File: config.mk
export PLATFORM = sky130hd
export DESIGN_NAME = dgptb_ctrl
export DESIGN_NICKNAME = d
export VERILOG_FILES = /design/src/hw/rtl/dgptb_pkg.sv /design/src/hw/rtl/dgptb_ctrl.sv
export SDC_FILE = /design/constraint.sdc
export NUM_CORES = 1
export LEC_CHECK = 0
export BUFFER_PORTS_ARGS = -buffer_cell sky130_fd_sc_hd__buf_2
export CAP_MARGIN = 20
export CORE_AREA = 2 2 39 41
export CTS_CLUSTER_DIAMETER = 60
export DETAILED_ROUTE_END_ITERATION = 6
export DIE_AREA = 0 0 41 43
export PLACE_DENSITY = 0.58
export RECOVER_POWER = 50
export SETUP_SLACK_MARGIN = 0.05
export SYNTH_ARGS = -nofsm -noshare
export SYNTH_HDL_FRONTEND = slang
export SYNTH_SLANG_ARGS = --single-unit
File: constraint.sdc
create_clock -name clock -period 3.09 [get_ports clock]
set_input_delay 0.618 -clock clock [delete_from_list [all_inputs] [get_ports clock]]
set_output_delay 0.618 -clock clock [all_outputs]
set_load 0.1 [all_outputs]
File: src/hw/rtl/dgptb_pkg.sv
`timescale 1ns / 1ps
// ----------------------------------------------------------------------------
// dgptb_pkg
// Shared types, constants and helpers for the distance gated point trail
// buffer: store geometry, result codes, controller states and the
// command/status bundles between controller and datapath.
// ----------------------------------------------------------------------------
package dgptb_pkg;

   // store geometry
   localparam int DEPTH   = 64;
   localparam int ADDR_W  = $clog2(DEPTH);
   localparam int CNT_W   = $clog2(DEPTH + 1);
   localparam int COORD_W = 32;
   localparam int POINT_W = 3 * COORD_W;
   localparam int SQ_W    = 2 * COORD_W;
   localparam int SEQ_W   = 6;

   // threshold after reset: 0.01 in Q32.32
   localparam logic [SQ_W-1:0] THRESH_RESET = 64'd42949673;

   // input command codes
   localparam logic CMD_RECORD = 1'b0;
   localparam logic CMD_READ   = 1'b1;

   // result status codes
   typedef enum logic [1:0] {
      RSP_ACCEPT = 2'd0,
      RSP_DROP   = 2'd1,
      RSP_POINT  = 2'd2,
      RSP_EMPTY  = 2'd3
   } rsp_status_type;

   // controller states
   typedef enum logic [2:0] {
      ST_IDLE,
      ST_DIFF,
      ST_SQUARE,
      ST_SUM,
      ST_CMP,
      ST_REC_OUT,
      ST_EMPTY_OUT,
      ST_READ_OUT
   } state_type;

   // controller to datapath
   typedef struct packed {
      logic capture_rec;
      logic capture_read;
      logic do_diff;
      logic do_square;
      logic do_sum;
      logic do_cmp;
      logic load_rec;
      logic load_empty;
      logic load_point;
   } dp_cmd_type;

   // datapath to controller
   typedef struct packed {
      logic seen_first;
      logic count_lt2;
      logic count_eq2;
      logic out_free;
      logic final_point;
   } dp_stat_type;

   // ring pointer step forward, wraps at the store depth
   function automatic logic [ADDR_W-1:0] ptr_inc(input logic [ADDR_W-1:0] p);
      logic [ADDR_W-1:0] r;
      if (p == ADDR_W'(DEPTH - 1)) begin
         r = '0;
      end else begin
         r = p + ADDR_W'(1);
      end
      return r;
   endfunction

   // ring pointer step back, wraps at the store depth
   function automatic logic [ADDR_W-1:0] ptr_dec(input logic [ADDR_W-1:0] p);
      logic [ADDR_W-1:0] r;
      if (p == '0) begin
         r = ADDR_W'(DEPTH - 1);
      end else begin
         r = p - ADDR_W'(1);
      end
      return r;
   endfunction

endpackage

File: src/hw/rtl/dgptb_ctrl.sv
`timescale 1ns / 1ps
// ----------------------------------------------------------------------------
// dgptb_ctrl
// Controller state machine: takes one request at a time, sequences the
// distance check for a record and the point stream for a readout.
// ----------------------------------------------------------------------------
module dgptb_ctrl import dgptb_pkg::*; (
   input  logic        clock,
   input  logic        reset,
   input  logic        req_valid,
   input  logic        req_command,
   output logic        req_stall,
   input  dp_stat_type stat,
   output dp_cmd_type  cmd
);

   state_type state_ff;
   state_type state_in;

   // state register
   always_ff @(posedge clock) begin
      if (reset) begin
         state_ff <= ST_IDLE;
      end else begin
         state_ff <= state_in;
      end
   end

   // next state
   always_comb begin
      state_in = state_ff;
      case (state_ff)
         ST_IDLE: begin
            if (req_valid) begin
               if (req_command == CMD_RECORD) begin
                  state_in = stat.seen_first ? ST_DIFF : ST_REC_OUT;
               end else if (stat.count_lt2) begin
                  state_in = ST_EMPTY_OUT;
               end else if (stat.count_eq2) begin
                  state_in = ST_IDLE;
               end else begin
                  state_in = ST_READ_OUT;
               end
            end
         end
         ST_DIFF:   state_in = ST_SQUARE;
         ST_SQUARE: state_in = ST_SUM;
         ST_SUM:    state_in = ST_CMP;
         ST_CMP:    state_in = ST_REC_OUT;
         ST_REC_OUT, ST_EMPTY_OUT: begin
            if (stat.out_free) begin
               state_in = ST_IDLE;
            end
         end
         ST_READ_OUT: begin
            if (stat.out_free && stat.final_point) begin
               state_in = ST_IDLE;
            end
         end
         default:   state_in = ST_IDLE;
      endcase
   end

   // command outputs
   always_comb begin
      cmd       = '0;
      req_stall = 1'b1;
      case (state_ff)
         ST_IDLE: begin
            req_stall        = 1'b0;
            cmd.capture_rec  = req_valid && (req_command == CMD_RECORD);
            cmd.capture_read = req_valid && (req_command == CMD_READ);
         end
         ST_DIFF:      cmd.do_diff    = 1'b1;
         ST_SQUARE:    cmd.do_square  = 1'b1;
         ST_SUM:       cmd.do_sum     = 1'b1;
         ST_CMP:       cmd.do_cmp     = 1'b1;
         ST_REC_OUT:   cmd.load_rec   = stat.out_free;
         ST_EMPTY_OUT: cmd.load_empty = stat.out_free;
         ST_READ_OUT:  cmd.load_point = stat.out_free;
         default:      cmd            = '0;
      endcase
   end

endmodule

==> impl_metrics.json <==
{
  "outcome": "finished, final reports clean",
  "clock_sinks": 3,
  "syn_nets": 53,
  "drive_gt1_share_pct": 39.68,
  "clock-root-buffer": "clkbuf_4",
  "largest-register": "state_ff",
  "hold_viol": 0,
  "grt_max_degree": 14,
  "setup_viol": 0,
  "cts_setup_buffers": 0,
  "ctsHoldBuffers": 0,
  "grt.total_usage_pct": 10.83,
  "place.gp.congestion": 0.6542,
  "clock_path_buffers": 2,
  "slew_headroom_pct": 22.84,
  "cp_max_fo": 12,
  "route.vias.total": 381,
  "ys_types": 27,
  "yosysWarnings": 0,
  "synth.avg_cell_area_sq_um": 7.393,
  "multi_input_area_sq_um": 225.2,
  "die_w_um": 41,
  "path_class": "register to output port",
  "worst_pin_slew_ns": 1.162,
  "cts_inserted_buffers": 3,
  "critPathArrivalTime_ns": 1.98,
  "io_pins": 19,
  "cts_resized": 0,
  "period_needed_ns": 2.596,
  "maxCapViolations": 0,
  "start_util_pct": 23.51,
  "numPortBuffers": 18,
  "hold_path.class": "input pin to register",
  "cts_tree": "built",
  "first_pass_iters": 4,
  "grt_pass1_vias": 331,
  "fin_skew_ns": 0.001923,
  "num-fill-cells": 160,
  "rsz0062_at_grt": "false",
  "fmax_mhz": 385.2,
  "nets": 73,
  "area.growth.synth_to_final_pct": 34.23,
  "final_antenna_net_count": 0,
  "clk-insertion-delay-late_ns": 0.23,
  "dieArea_sq_um": 1763,
  "path_clk_slew_ns": 0.04,
  "ys_seq_elements": 3,
  "slew_violations": 0,
  "dr.first_iter.drc_count": 6,
  "drc": 0,
  "synthCells": 44,
  "end_kind": "output port",
  "post_drt_wl_per_cell_um": 10.03,
  "insertedDiodeCount": 0,
  "crit_path_start_kind": "register",
  "period_share_pct": 84.02,
  "coreArea_sq_um": 1384,
  "seq_area_sq_um": 60.06,
  "grt_pass1_wl_mm": 1.276,
  "synth_area_sq_um": 325.3,
  "top_regs": "state_ff x3",
  "die_h_um": 43,
  "seq_area_frac_synth_pct": 18.46,
  "cts_htree_levels": 1,
  "dp_hpwl_um": 632.6,
  "tns_ns": 0,
  "drt_wl_total_um": 792,
  "grt_antenna_before_repair": 0,
  "largest_reg_flops": 3,
  "fp-row-count": 14,
  "required_ns": 2.47,
  "via_per_inst": 4.823,
  "grt_overflow": 0
}
metrics by stage:
stage	instance area (sq um)	cells	utilization, %	hold slack, ns	setup WS, ns
after floorplan	340.3	44	-	0.6304	0.4818
after detailed placement	420.4	75	30.38	0.7032	1.084
after global routing	436.7	79	31.56	0.6593	0.4082
after CTS	446.7	79	32.28	0.6456	0.8540
after global placement	420.4	75	30.38	0.7037	1.089
final	436.7	79	31.56	0.6522	0.4936
synth_stat cells:
library cell	instances	area, sq um
a2111oi_0	1	8.760
a2111oi_2	1	15.01
a21o_1	1	7.510
a21oi_1	1	5.000
and2_1	1	6.260
and3_1	1	6.260
buf_4	1	7.510
buf_6	2	22.52
dfxtp_1	3	60.06
inv_1	4	15.01
inv_2	1	3.750
nand2_1	4	15.01
nand2b_1	2	12.51
nand4bb_1	1	11.26
nor2_1	6	22.52
nor2_2	1	6.260
nor2b_1	1	6.260
nor3_1	3	15.01
nor3_2	1	10.01
nor4_2	1	12.51
o211ai_1	1	7.510
o221ai_1	1	8.760
o22ai_1	1	6.260
o311ai_0	1	8.760
o32a_1	1	10.01
o32ai_1	1	8.760
or2_1	1	6.260
cell families after synthesis:
kind of cell	share of synthesized area [%]
compound gates	26.54
buf+inv	15.00
flops	18.46
simple gates	40.00
placed cells by master, fill, tap and decap left out, drive strengths merged:
cell and n:
nor4 1, o32a 1, nand4bb 1, dfxtp 3
nand2b 2, o221ai 1, nor3 4, or2 1
and2 1, nor2 7, a2111oi 2, o22ai 1
nand2 4, a21o 1, and3 1, inv 5
buf 15, nor2b 1, o311ai 1, o211ai 1
a21oi 1, clkbuf 7, o32ai 1
worst max-delay path, cell delays in order (launching register included):
cell,delay (ns)
dfxtp_1,0.45
nor3_2,0.26
and3_1,0.18
clkbuf_1,0.85
final cells by class:
type | count | area share [%]
Multi-Input combinational cell | 33 | 51.58
Inverter | 5 | 4.298
Clock buffer | 4 | 6.017
Tap cell | 16 | 4.585
Sequential cell | 3 | 13.75
Timing Repair Buffer | 18 | 19.77
final timing paths:
check,startpoint,to,slack (ns),depth (start not counted)
max reg2reg,state_ff[1],state_ff[0],1.65,3
min,reset,state_ff[1],0.65,2
max,state_ff[1],cmd[7],0.49,3
min reg2reg,state_ff[1],state_ff[1],0.70,2
per-layer routing:
| metal | up-vias | wire, um | share of wire, % | GRT usage [%] |
|---|---|---|---|---|
| li1 | 198 | - | - | - |
| met1 | 171 | 357 | 45 | 10.90 |
| met2 | 12 | 373 | 47 | 17.50 |
| met3 | 0 | 61 | 7.7 | 6.283 |
| met4 | 0 | 0 | 0 | 4.000 |
| met5 | - | 0 | 0 | 0 |
Power is not shown: default switching activity piles up to over one toggle a cycle in this logic, so the estimate is an artifact.
